===== config.mk =====
export PLATFORM = sky130hd
export DESIGN_NAME = c_string_literal_escaper
export DESIGN_NICKNAME = d
export VERILOG_FILES = /design/src/rtl/csle_pkg.sv /design/src/rtl/c_string_literal_escaper.sv
export SDC_FILE = /design/constraint.sdc
export NUM_CORES = 1
export LEC_CHECK = 0
export BUFFER_PORTS_ARGS = -buffer_cell sky130_fd_sc_hd__buf_2
export CORE_MARGIN = 4
export CORE_UTILIZATION = 55
export CTS_CLUSTER_DIAMETER = 40
export DETAILED_ROUTE_END_ITERATION = 12
export PLACE_DENSITY = 0.8
export SYNTH_ARGS = -nofsm -noshare
export SYNTH_HDL_FRONTEND = slang
export SYNTH_SLANG_ARGS = --single-unit

===== constraint.sdc =====
create_clock -name clk -period 5.41 [get_ports clk]
set_clock_uncertainty 0.1 [all_clocks]
set_input_delay 0 -clock clk [delete_from_list [all_inputs] [get_ports clk]]
set_output_delay 0 -clock clk [all_outputs]
set_load 0.05 [all_outputs]

===== src/rtl/csle_pkg.sv =====
// Package for the C string literal escaper.
// Holds the input and output word types, register indexes and character codes.
// No dependencies.
`default_nettype none

package csle_pkg;

  typedef struct packed {
    logic [7:0] data_byte;
    logic       start_literal;
  } in_word_t;

  typedef struct packed {
    logic [7:0] out_char;
    logic       last_of_run;
  } out_word_t;

  localparam int RUN_MAX = 7;
  localparam int CNT_W   = $clog2(RUN_MAX + 1);

  localparam logic REG_WRAP_COLUMN  = 1'b0;
  localparam logic REG_START_COLUMN = 1'b1;

  localparam logic [7:0] WRAP_COLUMN_RESET  = 8'd70;
  localparam logic [7:0] START_COLUMN_RESET = 8'd38;

  localparam logic [7:0] CH_DQUOTE    = 8'h22;
  localparam logic [7:0] CH_NEWLINE   = 8'h0A;
  localparam logic [7:0] CH_TAB       = 8'h09;
  localparam logic [7:0] CH_BACKSPACE = 8'h08;
  localparam logic [7:0] CH_RETURN    = 8'h0D;
  localparam logic [7:0] CH_FORMFEED  = 8'h0C;
  localparam logic [7:0] CH_BACKSLASH = 8'h5C;
  localparam logic [7:0] CH_APOS      = 8'h27;
  localparam logic [7:0] CH_QUESTION  = 8'h3F;
  localparam logic [7:0] CH_SPACE     = 8'h20;
  localparam logic [7:0] CH_TILDE     = 8'h7E;
  localparam logic [7:0] CH_ZERO      = 8'h30;
  localparam logic [7:0] CH_SEVEN     = 8'h37;
  localparam logic [7:0] CH_N         = 8'h6E;
  localparam logic [7:0] CH_T         = 8'h74;
  localparam logic [7:0] CH_B         = 8'h62;
  localparam logic [7:0] CH_R         = 8'h72;
  localparam logic [7:0] CH_F         = 8'h66;

  localparam logic [7:0] OCT3_MIN = 8'o100;
  localparam logic [7:0] OCT2_MIN = 8'o10;

  function automatic logic [7:0] octal_char(input logic [2:0] digit);
    octal_char = CH_ZERO | {5'b00000, digit};
  endfunction

endpackage

`default_nettype wire


===== src/rtl/c_string_literal_escaper.sv =====
// C string literal escaper, top level.
// Turns raw bytes into escaped literal text, one character per output word.
// Depends on csle_pkg.
//
// Usage:
//   The input channel (in_valid/in_ready/in_word) takes one raw byte per word,
//   with start_literal set on the first byte of a new literal. The output
//   channel (out_valid/out_ready/out_word) gives one character per word, and
//   last_of_run marks the final character produced for an input byte.
//   Each byte yields 1 to 4 characters, 3 more when a line break is inserted,
//   so at most 7.
//   An accepted byte sits in an input register, where its whole
//   run of characters is built and the column and octal flag are updated; the
//   run is loaded into a 7-entry shift register that drains one character
//   per cycle while out_ready is high. The first character of a byte shows
//   once it has passed the input register and the run register. A byte is
//   taken every cycle while each run is one character long and out_ready is
//   high; a longer run holds the input until the single output port drains
//   the run register. The next byte is loaded in the same cycle that the last character of the current run is taken.
//   When the receiver stalls, the run register holds, one byte waits in the
//   input register, and in_ready drops.
//   Synchronous reset empties both stages, clears the column and octal flag,
//   and sets wrap_column to 70 and start_column to 38. The user must write the
//   registers through cfg_write/cfg_index/cfg_data while the block is idle; not enforced.
`default_nettype none

module c_string_literal_escaper (
  input  wire                  clk,
  input  wire                  rst,
  input  wire                  cfg_write,
  input  wire                  cfg_index,
  input  wire [7:0]            cfg_data,
  input  wire                  in_valid,
  output logic                 in_ready,
  input  wire csle_pkg::in_word_t in_word,
  output logic                 out_valid,
  input  wire                  out_ready,
  output csle_pkg::out_word_t  out_word
);

  logic [7:0] wrap_column;
  logic [7:0] start_column;
  logic [7:0] column;
  logic [7:0] column_next;
  logic       octal_forbidden;
  logic       octal_forbidden_next;

  logic                 in_reg_valid;
  csle_pkg::in_word_t   in_reg;

  logic [7:0]               run_chars [csle_pkg::RUN_MAX];
  logic [csle_pkg::CNT_W-1:0] run_cnt;

  logic       load;
  logic       pop;
  logic [7:0] c;
  logic [7:0] col_eff;
  logic       forb_eff;
  logic       wrap;
  logic [7:0] esc;
  logic       is_octal;
  logic [7:0] body [4];
  logic [2:0] blen;
  logic [7:0] base;
  logic [8:0] sum;
  logic [7:0] load_chars [csle_pkg::RUN_MAX];
  logic [csle_pkg::CNT_W-1:0] load_cnt;

  assign pop      = out_valid && out_ready;
  assign load     = in_reg_valid && (run_cnt == '0 || (run_cnt == 1 && out_ready));
  assign in_ready = !in_reg_valid || load;

  assign out_valid            = run_cnt != '0;
  assign out_word.out_char    = run_chars[0];
  assign out_word.last_of_run = run_cnt == 1;

  always_comb begin
    c        = in_reg.data_byte;
    col_eff  = in_reg.start_literal ? start_column : column;
    forb_eff = in_reg.start_literal ? 1'b0 : octal_forbidden;
    wrap     = col_eff >= wrap_column;

    case (c)
      csle_pkg::CH_NEWLINE:   esc = csle_pkg::CH_N;
      csle_pkg::CH_TAB:       esc = csle_pkg::CH_T;
      csle_pkg::CH_BACKSPACE: esc = csle_pkg::CH_B;
      csle_pkg::CH_RETURN:    esc = csle_pkg::CH_R;
      csle_pkg::CH_FORMFEED:  esc = csle_pkg::CH_F;
      csle_pkg::CH_BACKSLASH: esc = csle_pkg::CH_BACKSLASH;
      csle_pkg::CH_APOS:      esc = csle_pkg::CH_APOS;
      default:                esc = 8'h00;
    endcase

    is_octal = c < csle_pkg::CH_SPACE || c == csle_pkg::CH_DQUOTE ||
               c == csle_pkg::CH_QUESTION || c > csle_pkg::CH_TILDE ||
               (c >= csle_pkg::CH_ZERO && c <= csle_pkg::CH_SEVEN && forb_eff);

    body[0] = csle_pkg::CH_BACKSLASH;
    body[1] = csle_pkg::octal_char(c[2:0]);
    body[2] = csle_pkg::octal_char(c[2:0]);
    body[3] = csle_pkg::octal_char(c[2:0]);
    octal_forbidden_next = 1'b0;
    if (esc != 8'h00) begin
      body[1] = esc;
      blen    = 3'd2;
    end else if (is_octal) begin
      octal_forbidden_next = c < csle_pkg::OCT3_MIN;
      if (c >= csle_pkg::OCT3_MIN) begin
        body[1] = csle_pkg::octal_char({1'b0, c[7:6]});
        body[2] = csle_pkg::octal_char(c[5:3]);
        blen    = 3'd4;
      end else if (c >= csle_pkg::OCT2_MIN) begin
        body[1] = csle_pkg::octal_char(c[5:3]);
        blen    = 3'd3;
      end else begin
        blen    = 3'd2;
      end
    end else begin
      body[0] = c;
      blen    = 3'd1;
    end

    base        = wrap ? 8'd0 : col_eff;
    sum         = {1'b0, base} + {6'd0, blen};
    column_next = sum[8] ? 8'hFF : sum[7:0];

    if (wrap) begin
      load_chars[0] = csle_pkg::CH_DQUOTE;
      load_chars[1] = csle_pkg::CH_NEWLINE;
      load_chars[2] = csle_pkg::CH_DQUOTE;
      load_chars[3] = body[0];
      load_chars[4] = body[1];
      load_chars[5] = body[2];
      load_chars[6] = body[3];
      load_cnt      = csle_pkg::CNT_W'(blen) + csle_pkg::CNT_W'(3);
    end else begin
      load_chars[0] = body[0];
      load_chars[1] = body[1];
      load_chars[2] = body[2];
      load_chars[3] = body[3];
      load_chars[4] = body[3];
      load_chars[5] = body[3];
      load_chars[6] = body[3];
      load_cnt      = csle_pkg::CNT_W'(blen);
    end
  end

  always_ff @(posedge clk) begin
    if (rst) begin
      wrap_column  <= csle_pkg::WRAP_COLUMN_RESET;
      start_column <= csle_pkg::START_COLUMN_RESET;
    end else if (cfg_write) begin
      case (cfg_index)
        csle_pkg::REG_WRAP_COLUMN:  wrap_column  <= cfg_data;
        csle_pkg::REG_START_COLUMN: start_column <= cfg_data;
        default: ;
      endcase
    end
  end

  always_ff @(posedge clk) begin
    if (rst) begin
      in_reg_valid    <= 1'b0;
      run_cnt         <= '0;
      column          <= 8'd0;
      octal_forbidden <= 1'b0;
    end else begin
      if (in_ready) begin
        in_reg_valid <= in_valid;
      end
      if (load) begin
        run_cnt         <= load_cnt;
        column          <= column_next;
        octal_forbidden <= octal_forbidden_next;
      end else if (pop) begin
        run_cnt <= run_cnt - 1'b1;
      end
    end
  end

  always_ff @(posedge clk) begin
    if (in_ready && in_valid) begin
      in_reg <= in_word;
    end
    if (load) begin
      run_chars <= load_chars;
    end else if (pop) begin
      for (int i = 0; i < csle_pkg::RUN_MAX - 1; i++) begin
        run_chars[i] <= run_chars[i + 1];
      end
    end
  end

  a_cnt_range: assert property (@(posedge clk) disable iff (rst)
    run_cnt <= csle_pkg::CNT_W'(csle_pkg::RUN_MAX))
    else $error("run count exceeds run length");

  a_load_shows: assert property (@(posedge clk) disable iff (rst)
    load |=> out_valid)
    else $error("loaded run not presented");

  a_run_holds: assert property (@(posedge clk) disable iff (rst)
    (pop && !out_word.last_of_run) |=> out_valid)
    else $error("run ended before its last character");

  a_load_only_at_end: assert property (@(posedge clk) disable iff (rst)
    load |-> (!out_valid || (out_ready && out_word.last_of_run)))
    else $error("run overwritten before it drained");

  a_flag_column: assert property (@(posedge clk) disable iff (rst)
    octal_forbidden |-> column >= 8'd2)
    else $error("octal flag set with too small a column");

endmodule

`default_nettype wire


### Word-level counts from Yosys, hierarchy flattened

Index checks and enable logic that the tools add are counted.

| storage, ports and cells | value |
|---|---|
| input port bits | 23 |
| output and inout bits | 11 |
| flip-flop bits (word level) | 94 |
| logic and storage cells | 81 |

| operators by class | value |
|---|---|
| add/sub/neg operators | 3 |
| $lt $le $gt $ge | 8 |
| mux-type cells | 25 |
| bitwise logic cells | 1 |
| reductions and logical operators | 19 |
| equality and inequality tests | 10 |

Operators by type and width:

| kind | number |
|---|---|
| $mux 48 | 2 |
| $mux 56 | 1 |
| $mux 8 | 7 |
| $pmux 7 s7 | 1 |
| $eq 8x4->1 const B | 5 |
| $mux 3 | 9 |
| $eq 8x6->1 const B | 3 |
| $mux 16 | 1 |
| $add 8x3->9 | 1 |
| $eq 8x7->1 const B | 1 |
| $ge 8x4->1 const B | 1 |
| $ge 8x6->1 const B | 1 |
| $ge 8x7->1 const B | 1 |
| $ge 8x8->1 | 1 |
| $gt 8x7->1 const B | 1 |
| $le 8x6->1 const B | 1 |
| $lt 8x6->1 const B | 1 |
| $lt 8x7->1 const B | 1 |
| $reduce_bool 8->1 | 1 |
| $logic_and 1x1->1 | 6 |
| $logic_or 1x1->1 | 6 |
| $mux 1 | 4 |
| $reduce_and 2->1 | 2 |
| $add 3x2->3 const B | 1 |
| other kinds (7) | 7 |

### Logic depth before layout (Yosys ltp)

| depth | value |
|---|---|
| depth in word-level cells | 10 |
| gate-level depth with buffers | 19 |
| gate-level depth less buffers | 15 |

### Worst setup path before layout

No wires, ideal clock.

| path | value |
|---|---|
| kind | register to register |
| start | reg in_reg[0] (netlist name) |
| end | reg column[2] |
| buffers on the path | 4 |
| setup slack | 1351 ps |
| cell stages (with the launch flop) | 17 |
| arrival time | 3843 ps |
| library setup time | 116 ps |
| cell sequence | edfxtp_1 buf_4 mux2_2 ha_1 o21a_1 nand3_1 o31ai_2 buf_2 buf_2 nor2_1 ha_1 ha_1 clkbuf_1 or4_1 o221ai_1 o31a_1 nor3_1 |

| on the way | value |
|---|---|
| cells in the longest elaborated chain, start to end | 7 |
| elaborated cells between the ends (all ways) | 10 |

RTL lines:

| item | line | text |
|---|---|---|
| start, declared | c_string_literal_escaper.sv:49 | `csle_pkg::in_word_t in_reg;` |
| start signal, assigned | c_string_literal_escaper.sv:183 | `in_reg <= in_word;` |
| branches (longest 5 deep; another with $ge 8x8->1) | -- |  |
| $add 8x3->9 * | c_string_literal_escaper.sv:124 | `sum = {1'b0, base} + {6'd0, blen};` |
| $mux 8 * | c_string_literal_escaper.sv:125 | `column_next = sum[8] ? 8'hFF : sum[7:0];` |
| end signal, assigned | c_string_literal_escaper.sv:173 | `column <= column_next;` |
| end, declared | c_string_literal_escaper.sv:43 | `logic [7:0] column;` |

Mark *: on every way between the ends.
A chain may end at the register's enable or synchronous reset.

### Worst setup path in the final report

| path | value |
|---|---|
| start | reg in_reg[0] (netlist name) |
| end | reg column[7] |

Same word-level chain as after synthesis.

==> results.sh <==
export IMPL_status="finished clean"
export IMPL_hold_viol_final=0
export IMPL_cts_repair_resized=0
export IMPL_rrSetupSlack_ns=1.05
export IMPL_crit_chain="o21ai_0, ha_1, or3_1, a31oi_1, o31a_1, buf_4, nand2_1, xnor2_1, ha_1, inv_1, nand4_1, o21ai_1, a21oi_1, a2bb2oi_1, nand3_1"
export IMPL_track_usage_pct=22.3
export IMPL_reg2regPathDepth=15
export IMPL_dpl_cell_area_sq_um=4810
export IMPL_portBuffers=33
export IMPL_synthesis_yosys_warnings=0
export IMPL_dr_pass1_iters=5
export IMPL_hold_buffers=24
export IMPL_grt_pass1_vias=3664
export IMPL_startpoint_type="flip-flop"
export IMPL_fmax_mhz=229
export IMPL_holdWs_ns=0.0432
export IMPL_cp_end_kind="flip-flop"
export IMPL_reg2reg_to="column[7]"
export IMPL_gp_congestion=0.901
export IMPL_area_delta_synth_final_pct=11.9
export IMPL_drc=0
export IMPL_maxSlewHeadroom_pct=39.6
export IMPL_setup_violations=0
export IMPL_worst_path_buf_inv=2
export IMPL_route_vias_total=3804
export IMPL_drive_gt1_share_pct=15.2
export IMPL_insertion_delay_ns=0.36
export IMPL_largest_register="run_chars"
export IMPL_cts_htree_levels=3
export IMPL_cp_common_cell="ha_1"
export IMPL_wl_um=10600
export IMPL_fp_coreArea_sq_um=8260
export IMPL_initial_utilization_pct=56.9
export IMPL_syn_avg_cell_area_sq_um=9.55
export IMPL_die_w_um=100
export IMPL_fill_cells=712
export IMPL_cp_slowest_cell="edfxtp_1"
export IMPL_post_cts_setup_buffers=0
export IMPL_path_delay_family="compound AO/OA/AOI/OAI gates"
export IMPL_largest_register_ffs=37
export IMPL_path_depth=15
export IMPL_async_flop_share_pct=0
export IMPL_rsz0062_at_grt="false"
export IMPL_worst_setup_path_type="flip-flop to flip-flop"
export IMPL_cts_root_buf="clkbuf_8"
export IMPL_synth_edf_count=54
export IMPL_timing_rr_start="in_reg[0]"
export IMPL_post_route_util_pct=63.7
export IMPL_path_clk_slew_ns=0.09
export IMPL_period_needed_ns=4.36
export IMPL_pin_count=34
export IMPL_synth_cell_types=72
export IMPL_tritoncts="built"
export IMPL_required_ns=5.55
export IMPL_cp_arrival_ns=4.50
export IMPL_post_dp_hpwl_um=6980
export IMPL_final_common_cell="nand2_1"
export IMPL_vias_per_cell=5.97
export IMPL_grt_pass1_wl_um=18000
export IMPL_grt_max_degree=57
export IMPL_setup_tns_ns=0
export IMPL_slew_violations=0
export IMPL_nNetsFinal=564
export IMPL_ys_ff_latch=83
export IMPL_startpoint="in_reg[0]"
export IMPL_clk_path_buf_depth=2
export IMPL_cp_max_fo=13
export IMPL_final_cell_mix="nand2_1 (86), edfxtp_1 (54), nor2_1 (40)"
export IMPL_netlist_instances=492
export IMPL_die_h_um=100
export IMPL_worst_pin_slew_ns=0.905
export IMPL_post_route_period_util_pct=80.6
export IMPL_p_total_mw=2.59
export IMPL_wl_met1_um=4720
export IMPL_dr_wl_met3_um=578
export IMPL_ys_seq_area_share_pct=46.9
export IMPL_hold_path_class="input pin to flip-flop"
export IMPL_ir_drop_v=0.000416
export IMPL_synthesis_area_sq_um=4700
export IMPL_topRoutingLayerUsed="met4"
export IMPL_finalInstanceArea_sq_um=5260
export IMPL_fp_row_count=33
export IMPL_endpoint="column[7]"
export IMPL_die_area_sq_um=10100
export IMPL_maxCapViolations=0
export IMPL_globalRouteOverflowTotal=0
export IMPL_min_path_cells=2
export IMPL_ant_nets=0
export IMPL_ys_flop_type="edfxtp_1"
export IMPL_max_stage_delay_ns=0.63
export IMPL_routed_wl_met2_um=5160
export IMPL_first_iter_violations=342
export IMPL_power_density_nw_per_um2=493
export IMPL_p_leak_nw=2.03
export IMPL_clkSinkCount=83
export IMPL_wl_per_cell_um=16.7
export IMPL_antenna_found_initial=0
export IMPL_cts_inserted_buffers=9
export IMPL_diodes=0
export IMPL_syn_nets=529
-- cell families (layout without fill, tap and decap cells) --
logic type                 count (synthesis)  in the layout  synth area share [%]
and+or+nand+nor                          195            195                  20.2
AOI/OAI and AO/OA                        120            120                  18.0
DFF                                       83             83                  46.9
buffers and inverters                     60            100                  6.82
adders and majority gates                 14             14                  3.73
muxes                                     12             12                  2.96
xor gates and xnor gates                   7              7                  1.31
other                                      1              1                0.0798
-- final cells by class --
class                      count  area, sq um  area share (%)
multi-input combinational    349         2190            41.8
clock buffer                   9          124            2.36
tap                          105          131            2.50
clock inverter                 7         82.6            1.57
inverter                      23         86.3            1.64
timing repair buffer          61          435            8.28
sequential                    83         2200            41.9
-- worst min path at each step --
| stage | from | to |
|---|---|---|
| 2_1_floorplan | in_word[1] | c[0] |
| 3_3_place_gp | in_word[3] | c[2] |
| 3_5_place_dp | in_word[5] | c[4] |
| 4_1_cts | rst | wrap_column[7] |
| 5_1_grt | rst | wrap_column[7] |
| 6_report | rst | start_column[3] |
-- stage by stage --
stage | std cells | setup WS, ns
5_1_grt | 637 | 0.746
3_5_place_dp | 597 | 1.20
2_1_floorplan | 492 | 1.35
4_1_cts | 637 | 1.15
6_report | 637 | 1.05
3_3_place_gp | 597 | 1.41
-- power by group --
| part | switching (mW) | total, mW | internal (mW) |
|---|---|---|---|
| sequential | 0.0979 | 1.06 | 0.963 |
| clock | 0.246 | 0.467 | 0.221 |
| combinational | 0.719 | 1.06 | 0.344 |
-- synthesized netlist by cell type (2+ instances only) --
master / instances / area (sq um)
nand2_1: 86 / 323
edfxtp_1: 54 / 1620
nor2_1: 40 / 150
a21oi_1: 33 / 165
dfxtp_1: 29 / 581
o21ai_0: 23 / 115
inv_1: 20 / 75.1
ha_1: 14 / 175
nand3_1: 14 / 70.1
buf_4: 13 / 97.6
clkbuf_1: 13 / 48.8
o31ai_1: 9 / 67.6
a31oi_1: 6 / 37.5
and2_1: 6 / 37.5
mux2i_1: 6 / 60.1
nand2b_1: 6 / 37.5
o211ai_1: 6 / 45.0
xnor2_1: 6 / 52.6
buf_6: 5 / 56.3
mux2_2: 5 / 56.3
nand3b_1: 5 / 37.5
nand4_1: 5 / 31.3
nor2b_1: 5 / 31.3
nor3_1: 5 / 25.0
a211o_1: 4 / 35.0
buf_2: 4 / 20.0
nor4_1: 4 / 25.0
o21a_1: 4 / 30.0
a211oi_1: 3 / 22.5
a211oi_2: 3 / 37.5
inv_2: 3 / 11.3
o21ai_1: 3 / 15.0
o31a_1: 3 / 26.3
or4_1: 3 / 22.5
a21o_1: 2 / 15.0
a22o_1: 2 / 17.5
a32o_2: 2 / 22.5
a41oi_1: 2 / 17.5
nor3b_1: 2 / 15.0
or3_1: 2 / 12.5
-- metal layers --
metal | vias up | global-route usage (%)
met3 | 12 | 3.89
met2 | 127 | 35.6
met5 | - | 0
met1 | 1829 | 30.8
li1 | 1836 | -
met4 | 0 | 7.67
(Power assumes the default switching activity.)
